--- config.mk ---
export PLATFORM = sky130hd
export DESIGN_NAME = windowed_velocity_estimator_core
export DESIGN_NICKNAME = d
export VERILOG_FILES = /design/src/sv/wve_pkg.sv /design/src/sv/windowed_velocity_estimator_core.sv /design/src/sv/wve_front.sv /design/src/sv/wve_back.sv
export SDC_FILE = /design/constraint.sdc
export NUM_CORES = 2
export LEC_CHECK = 0
export ABC_CLOCK_PERIOD_IN_PS = 9900
export CAP_MARGIN = 30
export CORE_MARGIN = 2
export CORE_UTILIZATION = 58
export DETAILED_ROUTE_END_ITERATION = 12
export DONT_BUFFER_PORTS = 1
export PLACE_DENSITY = 0.75
export REMOVE_ABC_BUFFERS = 1
export SYNTH_ARGS = -nofsm -noshare
export SYNTH_HDL_FRONTEND = slang
export SYNTH_SLANG_ARGS = --single-unit
--- constraint.sdc ---
create_clock -name clk -period 9.9 [get_ports clk]
set_clock_uncertainty 0.2 [all_clocks]
set_input_delay 1.98 -clock clk [delete_from_list [all_inputs] [get_ports clk]]
set_output_delay 1.98 -clock clk [all_outputs]
set_load 0.01 [all_outputs]
--- src/sv/wve_pkg.sv ---
// Shared types and constants for the windowed velocity estimator.
// No dependencies.
`timescale 1ns / 1ps
package wve_pkg;

  typedef enum logic [1:0] {
    CMD_POS  = 2'd0,
    CMD_IDLE = 2'd1,
    CMD_CALC = 2'd2,
    CMD_RST  = 2'd3
  } cmd_t;

  typedef enum logic [1:0] {
    ST_OK       = 2'd0,
    ST_FEW      = 2'd1,
    ST_ZERO_DT  = 2'd2,
    ST_NOT_CALC = 2'd3
  } status_t;

  typedef enum logic {
    REG_AGE_LIMIT = 1'b0,
    REG_MIN_SAMP  = 1'b1
  } reg_idx_t;

  typedef struct packed {
    logic [1:0]         cmd;
    logic signed [31:0] position;
    logic [31:0]        time_ms;
  } in_word_t;

  typedef struct packed {
    logic signed [31:0] tracked_position;
    logic signed [31:0] velocity;
    logic [1:0]         status;
  } out_word_t;

  typedef enum logic [2:0] {
    BK_IDLE,
    BK_READ,
    BK_SUM,
    BK_DIV,
    BK_DONE
  } bk_state_t;

endpackage

--- src/sv/windowed_velocity_estimator_core.sv ---
// Top level: config registers, front queue and back end.
// Depends on wve_pkg, wve_front, wve_back.
//
//  port group | dir | handshake            | word
//  in_*       | in  | in_valid/in_ready    | in_word_t (cmd, position, time_ms)
//  out_*      | out | out_valid/out_ready  | out_word_t (tracked_position, velocity, status)
//  cfg_*      | in  | cfg_valid/cfg_ready  | cfg_index, cfg_data
//
// Update, idle tick and reset words pass the front queue and are answered from the
// back end's output register. Calculate with enough samples walks the ring (n
// samples after the append, at most RING_DEPTH), runs the bit-serial divider (skipped
// when the summed time is zero) and presents the word; the single-read ring port
// makes the walk read one sample at a time.
// Reset is synchronous; the ring contents are not cleared, only its pointers.
// A stalled output holds the back end; the front queue keeps taking up to two words.
`timescale 1ns / 1ps
module windowed_velocity_estimator_core
  import wve_pkg::*;
#(
  parameter int RING_DEPTH = 16
) (
  input  logic        clk,
  input  logic        rst_n,
  input  logic        in_valid,
  output logic        in_ready,
  input  in_word_t    in_data,
  output logic        out_valid,
  input  logic        out_ready,
  output out_word_t   out_data,
  input  logic        cfg_valid,
  output logic        cfg_ready,
  input  logic [0:0]  cfg_index,
  input  logic [15:0] cfg_data
);

  logic [15:0] age_r;
  logic [4:0]  min_r;
  logic        qv, qr;
  in_word_t    qd;

  assign cfg_ready = 1'b1;

  always_ff @(posedge clk) begin
    if (!rst_n) begin
      age_r <= 16'd100;
      min_r <= 5'd2;
    end else if (cfg_valid) begin
      case (reg_idx_t'(cfg_index))
        REG_AGE_LIMIT: age_r <= cfg_data;
        REG_MIN_SAMP:  min_r <= cfg_data[4:0];
        default: ;
      endcase
    end
  end

  wve_front u_front (
    .clk, .rst_n, .in_valid, .in_ready, .in_data,
    .q_valid(qv), .q_ready(qr), .q_data(qd)
  );

  wve_back #(.RING_DEPTH(RING_DEPTH)) u_back (
    .clk, .rst_n, .q_valid(qv), .q_ready(qr), .q_data(qd),
    .age_limit(age_r), .min_samples(min_r),
    .out_valid, .out_ready, .out_data
  );

endmodule

--- src/sv/wve_front.sv ---
// Front end: accepts input words into a two-entry queue.
// Depends on wve_pkg.
`timescale 1ns / 1ps
module wve_front
  import wve_pkg::*;
(
  input  logic     clk,
  input  logic     rst_n,
  input  logic     in_valid,
  output logic     in_ready,
  input  in_word_t in_data,
  output logic     q_valid,
  input  logic     q_ready,
  output in_word_t q_data
);

  in_word_t   mem_r [2];
  logic       wp_r, rp_r;
  logic [1:0] cnt_r;
  logic       push, pop;

  assign in_ready = (cnt_r != 2'd2);
  assign q_valid  = (cnt_r != 2'd0);
  assign q_data   = mem_r[rp_r];
  assign push     = in_valid && in_ready;
  assign pop      = q_valid && q_ready;

  always_ff @(posedge clk) begin
    if (push) begin
      mem_r[wp_r] <= in_data;
    end
  end

  always_ff @(posedge clk) begin
    if (!rst_n) begin
      wp_r  <= 1'b0;
      rp_r  <= 1'b0;
      cnt_r <= 2'd0;
    end else begin
      if (push) wp_r <= ~wp_r;
      if (pop) rp_r <= ~rp_r;
      cnt_r <= cnt_r + {1'b0, push} - {1'b0, pop};
    end
  end

  a_cnt_range: assert property (@(posedge clk) disable iff (!rst_n) cnt_r != 2'd3)
    else $error("queue count out of range");
  a_no_push_full: assert property (@(posedge clk) disable iff (!rst_n)
    cnt_r == 2'd2 |-> !push) else $error("push into full queue");
  a_pop_nonempty: assert property (@(posedge clk) disable iff (!rst_n)
    pop |-> cnt_r != 2'd0) else $error("pop from empty queue");

endmodule

--- src/sv/wve_back.sv ---
// Back end: ring of samples, windowed sum walk and serial divider.
// Depends on wve_pkg.
`timescale 1ns / 1ps
module wve_back
  import wve_pkg::*;
#(
  parameter int RING_DEPTH = 16
) (
  input  logic        clk,
  input  logic        rst_n,
  input  logic        q_valid,
  output logic        q_ready,
  input  in_word_t    q_data,
  input  logic [15:0] age_limit,
  input  logic [4:0]  min_samples,
  output logic        out_valid,
  input  logic        out_ready,
  output out_word_t   out_data
);

  localparam int IW = (RING_DEPTH > 1) ? $clog2(RING_DEPTH) : 1;
  localparam int CW = $clog2(RING_DEPTH + 1);
  localparam int DIST_W = 33 + $clog2(RING_DEPTH);
  localparam int TOT_W  = DIST_W;
  localparam logic [IW-1:0] LAST = IW'(RING_DEPTH - 1);

  logic [31:0] mov_mem [RING_DEPTH];
  logic [31:0] tim_mem [RING_DEPTH];

  bk_state_t state_r, state_nxt;
  logic [IW-1:0] oldest_r, nwi_r, idx_r;
  logic          empty_r;
  logic [31:0]   pos_r;
  logic [31:0]   newest_r, prev_r, rd_mov_r, rd_tim_r;
  logic          first_r;
  logic signed [DIST_W-1:0] dist_r;
  logic signed [TOT_W-1:0]  tot_r;
  logic [DIST_W-1:0] rem_r, quo_r, dvs_r;
  logic [5:0]    bit_r;
  logic          neg_r;
  out_word_t     out_r;
  logic          ovalid_r;

  logic        wr_en;
  logic [31:0] wr_mov;
  logic [IW-1:0] nwi_inc, old_inc, idx_inc;
  logic [CW-1:0] count;
  logic [IW:0]   diff;
  logic        accept;
  logic        res_set;
  logic signed [31:0] age_d, dt;
  logic [DIST_W:0] rem_sh;

  function automatic logic [IW-1:0] inc(input logic [IW-1:0] v);
    inc = (v == LAST) ? '0 : v + 1'b1;
  endfunction

  assign nwi_inc = inc(nwi_r);
  assign old_inc = inc(oldest_r);
  assign idx_inc = inc(idx_r);
  assign diff    = {1'b0, nwi_r} - {1'b0, oldest_r};
  always_comb begin
    if (empty_r) count = '0;
    else if (nwi_r == oldest_r) count = CW'(RING_DEPTH);
    else if (diff[IW]) count = CW'(diff + (IW+1)'(RING_DEPTH));
    else count = CW'(diff);
  end

  assign q_ready = (state_r == BK_IDLE) && !(ovalid_r && !out_ready);
  assign accept  = q_valid && q_ready;
  assign out_valid = ovalid_r;
  assign out_data  = out_r;

  always_comb begin
    wr_en  = 1'b0;
    wr_mov = 32'd0;
    if (accept) begin
      case (q_data.cmd)
        CMD_POS: begin
          wr_en = 1'b1;
          wr_mov = q_data.position - pos_r;
        end
        CMD_IDLE: wr_en = 1'b1;
        CMD_CALC: wr_en = (32'(min_samples) <= 32'(count));
        default: wr_en = 1'b0;
      endcase
    end
  end

  assign res_set = (accept && !(q_data.cmd == CMD_CALC && wr_en))
                   || (state_r == BK_DONE && state_nxt == BK_IDLE);

  always_ff @(posedge clk) begin
    if (wr_en) begin
      mov_mem[nwi_r] <= wr_mov;
      tim_mem[nwi_r] <= q_data.time_ms;
    end
    rd_mov_r <= mov_mem[idx_r];
    rd_tim_r <= tim_mem[idx_r];
  end

  always_comb begin
    state_nxt = state_r;
    case (state_r)
      BK_IDLE: if (accept && wr_en && q_data.cmd == CMD_CALC) state_nxt = BK_READ;
      BK_READ: state_nxt = (idx_r == nwi_r && !first_r) ? BK_DIV : BK_SUM;
      BK_SUM:  state_nxt = BK_READ;
      BK_DIV:  if (tot_r == '0 || bit_r == 6'd0) state_nxt = BK_DONE;
      BK_DONE: if (!ovalid_r || out_ready) state_nxt = BK_IDLE;
      default: state_nxt = BK_IDLE;
    endcase
  end

  assign age_d = newest_r - rd_tim_r;
  assign dt    = rd_tim_r - prev_r;
  assign rem_sh = {rem_r, quo_r[DIST_W-1]};

  always_ff @(posedge clk) begin
    if (!rst_n) begin
      state_r  <= BK_IDLE;
      oldest_r <= '0;
      nwi_r    <= '0;
      empty_r  <= 1'b1;
      pos_r    <= '0;
      ovalid_r <= 1'b0;
    end else begin
      state_r  <= state_nxt;
      ovalid_r <= res_set || (ovalid_r && !out_ready);
      if (wr_en) begin
        if (empty_r) oldest_r <= nwi_r;
        else if (oldest_r == nwi_r) oldest_r <= old_inc;
        nwi_r   <= nwi_inc;
        empty_r <= 1'b0;
      end
      if (accept) begin
        case (q_data.cmd)
          CMD_POS: pos_r <= q_data.position;
          CMD_RST: begin
            oldest_r <= '0;
            nwi_r    <= '0;
            empty_r  <= 1'b1;
          end
          default: ;
        endcase
      end
    end
  end

  always_ff @(posedge clk) begin
    case (state_r)
      BK_IDLE: if (accept) begin
        newest_r <= q_data.time_ms;
        first_r  <= 1'b1;
        idx_r    <= empty_r ? nwi_r : ((oldest_r == nwi_r) ? old_inc : oldest_r);
        dist_r   <= '0;
        tot_r    <= '0;
        case (q_data.cmd)
          CMD_POS:  out_r <= '{q_data.position, 32'sd0, ST_NOT_CALC};
          CMD_CALC: if (!wr_en) out_r <= '{pos_r, 32'sd0, ST_FEW};
          default:  out_r <= '{pos_r, 32'sd0, ST_NOT_CALC};
        endcase
      end
      BK_READ: begin
        idx_r <= idx_inc;
        if (idx_r == nwi_r && !first_r) begin
          neg_r <= dist_r[DIST_W-1] ^ tot_r[TOT_W-1];
          quo_r <= dist_r[DIST_W-1] ? DIST_W'(-dist_r) : DIST_W'(dist_r);
          dvs_r <= tot_r[TOT_W-1] ? TOT_W'(-tot_r) : TOT_W'(tot_r);
          rem_r <= '0;
          bit_r <= 6'(DIST_W);
        end
      end
      BK_SUM: begin
        prev_r  <= rd_tim_r;
        first_r <= 1'b0;
        if (!first_r && age_d <= $signed({16'd0, age_limit})) begin
          dist_r <= dist_r + DIST_W'($signed(rd_mov_r));
          tot_r  <= tot_r + TOT_W'(dt);
        end
      end
      BK_DIV: begin
        if (tot_r == '0) begin
          out_r <= '{pos_r, 32'sd0, ST_ZERO_DT};
        end else if (bit_r != 6'd0) begin
          bit_r <= bit_r - 6'd1;
          if (rem_sh >= {1'b0, dvs_r}) begin
            rem_r <= DIST_W'(rem_sh - {1'b0, dvs_r});
            quo_r <= {quo_r[DIST_W-2:0], 1'b1};
          end else begin
            rem_r <= DIST_W'(rem_sh);
            quo_r <= {quo_r[DIST_W-2:0], 1'b0};
          end
        end else begin
          if (neg_r)
            out_r <= '{pos_r, (quo_r > DIST_W'(33'h80000000)) ? 32'sh80000000
                      : 32'(-quo_r), ST_OK};
          else
            out_r <= '{pos_r, (quo_r > DIST_W'(32'h7fffffff)) ? 32'sh7fffffff
                      : 32'(quo_r), ST_OK};
        end
      end
      default: ;
    endcase
  end

  a_ready_idle: assert property (@(posedge clk) disable iff (!rst_n)
    q_ready |-> state_r == BK_IDLE) else $error("accept while busy");
  a_empty_idx: assert property (@(posedge clk) disable iff (!rst_n)
    empty_r |-> oldest_r == '0 || $past(empty_r) == 1'b0 || oldest_r == $past(oldest_r))
    else $error("ring pointers moved while empty");
  a_done_out: assert property (@(posedge clk) disable iff (!rst_n)
    state_r == BK_DONE && state_nxt == BK_IDLE |=> out_valid)
    else $error("result lost");

endmodule
==> flow_summary.ini <==
[sta]
post-route-period-util_pct = 64.5
tightest_slew_ps = 1090
timing.max_slew.rel_slack_pct = 27.4
final_max_slew_viol_count = 0
final.hold.worst_slack_ps = 266
grt_setup_unrepaired = no
report.final.setup_viol = 0
timing.final.hold_violations = 0
max_freq_mhz = 157
period_minus_slack_ps = 6380
post-route-worst-setup-slack_ps = 3520

[global_route]
grt_util_all_layers_pct = 26.4
grt_first_pass_wirelength_um = 255000
antenna_found_initial = 18
globalRoute.totalOverflow = 0
grt_pass1_vias = 41600
grt_start_max_net_pins = 169

[clock_tree]
ctsResizeCount = 0
cts-root-buf = sky130_fd_sc_hd__clkbuf_16
clkLatencyLatePin_ps = 810
clock_buffer_depth = 3
cts-htree-levels = 4
cts_buffers = 162
clock-sinks = 1618
postCtsHoldBufs = 0
tritoncts = done
cts.clk_slew.worst_paths_ps = 60
postCtsSetupBuffers = 0

[setup_path]
cpMostUsedCell = sky130_fd_sc_hd__a21oi_1
critPathKind = flop to flop
worst_reg_to_reg_cells = 22
r2r-start = u_back.rd_tim_r[1]$_DFF_P_
timing.reg2reg.setup_slack_ps = 3520
worstPathMaxFanout = 54
crit-reg2reg-capture = u_back.dist_r[9]$_SDFFCE_PN0P_
cp-start-kind = flop
critical-path-slowest-cell = sky130_fd_sc_hd__buf_4
critPathCaptureType = flop
critical_path_arrival_ps = 6580
cp_data_required_time_ps = 10090
timing.critical_path.slowest_cell_delay_ps = 670
ordered_list_of_cells_on_the_worst_path = inv_1 > ha_1 > nor2b_1 > o31ai_1 > a41oi_1 > nand2b_1 > nand2_1 > a21oi_1 > o21bai_1 > a21oi_1 > xnor2_1 > ha_1 > a21o_1 > a21o_1 > a21oi_1 > o31a_1 > o32ai_1 > or4_1 > nor4_1 > o2111ai_1 > o21ai_4 > buf_4

[logic_synthesis]
synthCells = 4857
main_combinational_cell_family_by_area_after_synthesis = multiplexers
ys.warnings.count = 0
synthAdderAreaFrac_pct = 4.29
post_synthesis_compound_gate_area_fraction_pct = 8.00
synth.area.mux_share_pct = 11.2
syn_area_per_cell_um2 = 15.0
synthFlopType = sky130_fd_sc_hd__edfxtp_1
yosys.area_share.xor_xnor_pct = 2.77
async_flop_share_pct = 0
synth_area_um2 = 73000
edff_count_synth = 1483
synthDistinctLibCells = 88
ys_seq_elements = 1618
synth.yosys.seq_area_share_pct = 64.7
synthSimpleGateAreaFrac_pct = 6.71

[floorplan]
fp-row-count = 130
horizontal_die_dimension_um = 359
die_area_um2 = 129000
placeableCoreArea_um2 = 125000
pin_count = 157
initial_utilization_pct = 58.3
die-height_um = 359

[power]
power_density_nw_per_um2 = 318
combinationalPowerShare_pct = 38.9
share_clk_of_total_power_pct = 24.2
sequential_group_share_of_total_power_pct = 36.9
switching_share_pct = 35.3
ir_worst_vdd_mv = 0.271
cellLeakagePower_uw = 0.0282
p_int_uw = 16700
switching_power_uw = 9090
power_uw = 25800

[placed_design]
placement.setup.worst_slack_ps = 3570
io_buffer_count = 0
dpl.hpwl_um = 106000
gp_congestion = 0.911

[detailed_routing]
dr.pass1.iters = 6
detail_route.drc_violations = 0
routed_wirelength_um = 171000
via_per_inst = 6.35
route.vias.total = 42700
routed_wire_length_per_instance_um = 25.4
detail-route-antenna-nets = 0
first_iter_violations = 5219

[cells_and_area]
nFillCells = 8515
drive_gt1_share_pct = 15.1
layout.nets = 5267
regArea_um2 = 47200
layout_area_overhead_pct = 11.0
multi_input_area_um2 = 24300
finish.utilization_pct = 64.7

[hold_path]
hold_class = flop to flop
holdCritStartpoint = age_r[1]$_SDFFE_PN0P_
holdPathEnd = age_r[1]$_SDFFE_PN0P_
whs_path_depth = 2

[flow_run]
max-cap-violations = 0

[status]
status = finished, final reports clean
==> Yosys cell counts, types with 9 or more instances <==
cell	instances	share of area [%]
sky130_fd_sc_hd__o211a_1	37	0.51
sky130_fd_sc_hd__and2_1	20	0.17
sky130_fd_sc_hd__and3_1	25	0.21
sky130_fd_sc_hd__buf_1	38	0.20
sky130_fd_sc_hd__clkbuf_1	138	0.71
sky130_fd_sc_hd__nor4_1	13	0.11
sky130_fd_sc_hd__nand2b_1	43	0.37
sky130_fd_sc_hd__nand3b_1	16	0.16
sky130_fd_sc_hd__o21ai_0	177	1.2
sky130_fd_sc_hd__o21a_1	41	0.42
sky130_fd_sc_hd__nor2_1	287	1.5
sky130_fd_sc_hd__a31oi_1	29	0.25
sky130_fd_sc_hd__or4_1	22	0.23
sky130_fd_sc_hd__a21boi_0	29	0.30
sky130_fd_sc_hd__o31ai_1	49	0.50
sky130_fd_sc_hd__nand2_1	276	1.4
sky130_fd_sc_hd__xor2_1	88	1.1
sky130_fd_sc_hd__nor2b_1	35	0.30
sky130_fd_sc_hd__xnor2_1	143	1.7
sky130_fd_sc_hd__a211o_1	10	0.12
sky130_fd_sc_hd__o211ai_1	22	0.23
sky130_fd_sc_hd__or2_2	24	0.21
sky130_fd_sc_hd__a211oi_1	39	0.40
sky130_fd_sc_hd__o21bai_1	28	0.29
sky130_fd_sc_hd__a21oi_1	250	1.7
sky130_fd_sc_hd__or3_1	38	0.33
sky130_fd_sc_hd__o41ai_1	9	0.11
sky130_fd_sc_hd__ha_1	239	4.1
sky130_fd_sc_hd__edfxtp_1	1483	61
sky130_fd_sc_hd__a21o_1	99	1.0
sky130_fd_sc_hd__dfxtp_1	135	3.7
sky130_fd_sc_hd__mux2i_1	57	0.78
sky130_fd_sc_hd__nor3_1	88	0.60
sky130_fd_sc_hd__nor3b_1	11	0.11
sky130_fd_sc_hd__nand3_1	59	0.40
sky130_fd_sc_hd__mux2_2	37	0.57
sky130_fd_sc_hd__inv_1	255	1.3
sky130_fd_sc_hd__mux4_2	320	9.9
sky130_fd_sc_hd__nand4_1	25	0.21
==> flip-flops by register name, summed over array words and instances, names as in the netlist, 2 cells and up, named ones only <==
signal,count
age_r,16
u_back.prev_r,32
u_back.bit_r,6
u_back.rd_mov_r,32
u_back.rem_r,37
u_back.dvs_r,37
u_back.state_r,3
u_back.out_data,66
min_r,5
u_back.rd_tim_r,32
u_back.newest_r,32
u_back.oldest_r,4
u_front.mem_r,132
u_back.tim_mem,512
u_back.nwi_r,4
u_front.cnt_r,2
u_back.quo_r,37
u_back.tot_r,37
u_back.pos_r,32
u_back.idx_r,4
u_back.dist_r,37
u_back.mov_mem,512
==> cells in the final DEF (no fill, tap or decap), types with 19 or more instances in the layout <==
master / synthesis / routed
sky130_fd_sc_hd__edfxtp_1: 1483 / 1483
sky130_fd_sc_hd__mux4_2: 320 / 320
sky130_fd_sc_hd__nand2_1: 276 / 275
sky130_fd_sc_hd__nor2_1: 287 / 274
sky130_fd_sc_hd__inv_1: 255 / 254
sky130_fd_sc_hd__a21oi_1: 250 / 249
sky130_fd_sc_hd__ha_1: 239 / 239
sky130_fd_sc_hd__o21ai_0: 177 / 176
sky130_fd_sc_hd__clkbuf_16: 0 / 164
sky130_fd_sc_hd__xnor2_1: 143 / 143
sky130_fd_sc_hd__dfxtp_1: 135 / 134
sky130_fd_sc_hd__a21o_1: 99 / 99
sky130_fd_sc_hd__xor2_1: 88 / 88
sky130_fd_sc_hd__nor3_1: 88 / 82
sky130_fd_sc_hd__buf_4: 2 / 74
sky130_fd_sc_hd__nand3_1: 59 / 59
sky130_fd_sc_hd__mux2i_1: 57 / 57
sky130_fd_sc_hd__o31ai_1: 49 / 49
sky130_fd_sc_hd__clkbuf_1: 138 / 47
sky130_fd_sc_hd__nand2b_1: 43 / 43
sky130_fd_sc_hd__o21a_1: 41 / 40
sky130_fd_sc_hd__a211oi_1: 39 / 39
sky130_fd_sc_hd__or3_1: 38 / 37
sky130_fd_sc_hd__mux2_2: 37 / 37
sky130_fd_sc_hd__o211a_1: 37 / 37
sky130_fd_sc_hd__nor2b_1: 35 / 34
sky130_fd_sc_hd__a21boi_0: 29 / 29
sky130_fd_sc_hd__o21bai_1: 28 / 28
sky130_fd_sc_hd__a31oi_1: 29 / 28
sky130_fd_sc_hd__nand4_1: 25 / 25
sky130_fd_sc_hd__or2_2: 24 / 24
sky130_fd_sc_hd__and3_1: 25 / 24
sky130_fd_sc_hd__or4_1: 22 / 22
sky130_fd_sc_hd__o211ai_1: 22 / 22
sky130_fd_sc_hd__clkinv_1: 0 / 21
sky130_fd_sc_hd__and2_1: 20 / 19
==> critical path, delay by kind of cell, from the launching register on <==
family / cells / cell delay, ps
adder cells (fa/ha/maj): 2 / 570
flip-flops: 1 / 450
AO/OA/AOI/OAI: 12 / 2770
AND/OR/NAND/NOR: 5 / 1030
buffers and inverters: 2 / 750
XOR/XNOR: 1 / 150
==> how the worst max path moves through the flow <==
stage | startpoint | endpoint | slack [ps] | cells after the start
global route | u_back.rd_tim_r[1]$_DFF_P_ | u_back.dist_r[13]$_SDFFCE_PN0P_ | 2990 | 22
detailed placement | u_back.rd_tim_r[1]$_DFF_P_ | u_back.dist_r[32]$_SDFFCE_PN0P_ | 3570 | 22
global placement | u_back.rd_tim_r[1]$_DFF_P_ | u_back.dist_r[32]$_SDFFCE_PN0P_ | 3700 | 22
floorplan | u_back.idx_r[0]$_DFFE_PP_ | u_back.bit_r[0]$_SDFFCE_PN1P_ | -5520 | 4
finish | u_back.rd_tim_r[1]$_DFF_P_ | u_back.dist_r[9]$_SDFFCE_PN0P_ | 3520 | 22
CTS | u_back.rd_tim_r[1]$_DFF_P_ | u_back.dist_r[9]$_SDFFCE_PN0P_ | 3520 | 22
==> power groups by stage <==
stage	sequential [uW]	clock, uW	combinational, uW
finish	9500	6230	10000
global route	9580	6550	11000
CTS	9500	6300	9920
detailed placement	9630	0	9770
global placement	9600	0	9520
floorplan	9950	0	7620
==> cells by family after synthesis <==
| logic type | Yosys count |
|---|---|
| flip-flops | 1618 |
| AND/OR/NAND/NOR | 1012 |
| AO/OA/AOI/OAI | 895 |
| buffers and inverters | 440 |
| multiplexers | 414 |
| adder cells (fa/ha/maj) | 246 |
| XOR/XNOR | 231 |
| other | 1 |
==> final cells by class <==
type                            instances  area share (%)
Antenna cell                            5          0.0154
Clock buffer                          223            5.49
Clock inverter                         77            1.22
Inverter                              256            1.19
Multi-Input combinational cell       2799            30.0
Sequential cell                      1618            58.3
Tap cell                             1650            2.55
Timing Repair Buffer                   96            1.26
==> layer usage <==
metal	track usage (%)	part of all wire, %	wire length, um	vias to the layer above
li1	-	-	-	19000
met1	38.6	41	70300	21300
met2	40.4	46	79000	2218
met3	6.01	10	17800	247
met4	6.88	2.0	3470	14
met5	0	0.057	98	-
==> metrics by stage <==
step	cells	TNS [ps]	cell area, um2
detailed placement	6398	0	75300
finish	6724	0	81000
CTS	6698	0	80700
global route	6719	0	81000
global placement	6378	0	75000
floorplan	4673	-680000	72300
Note: power is estimated with default switching activity, not from simulation.
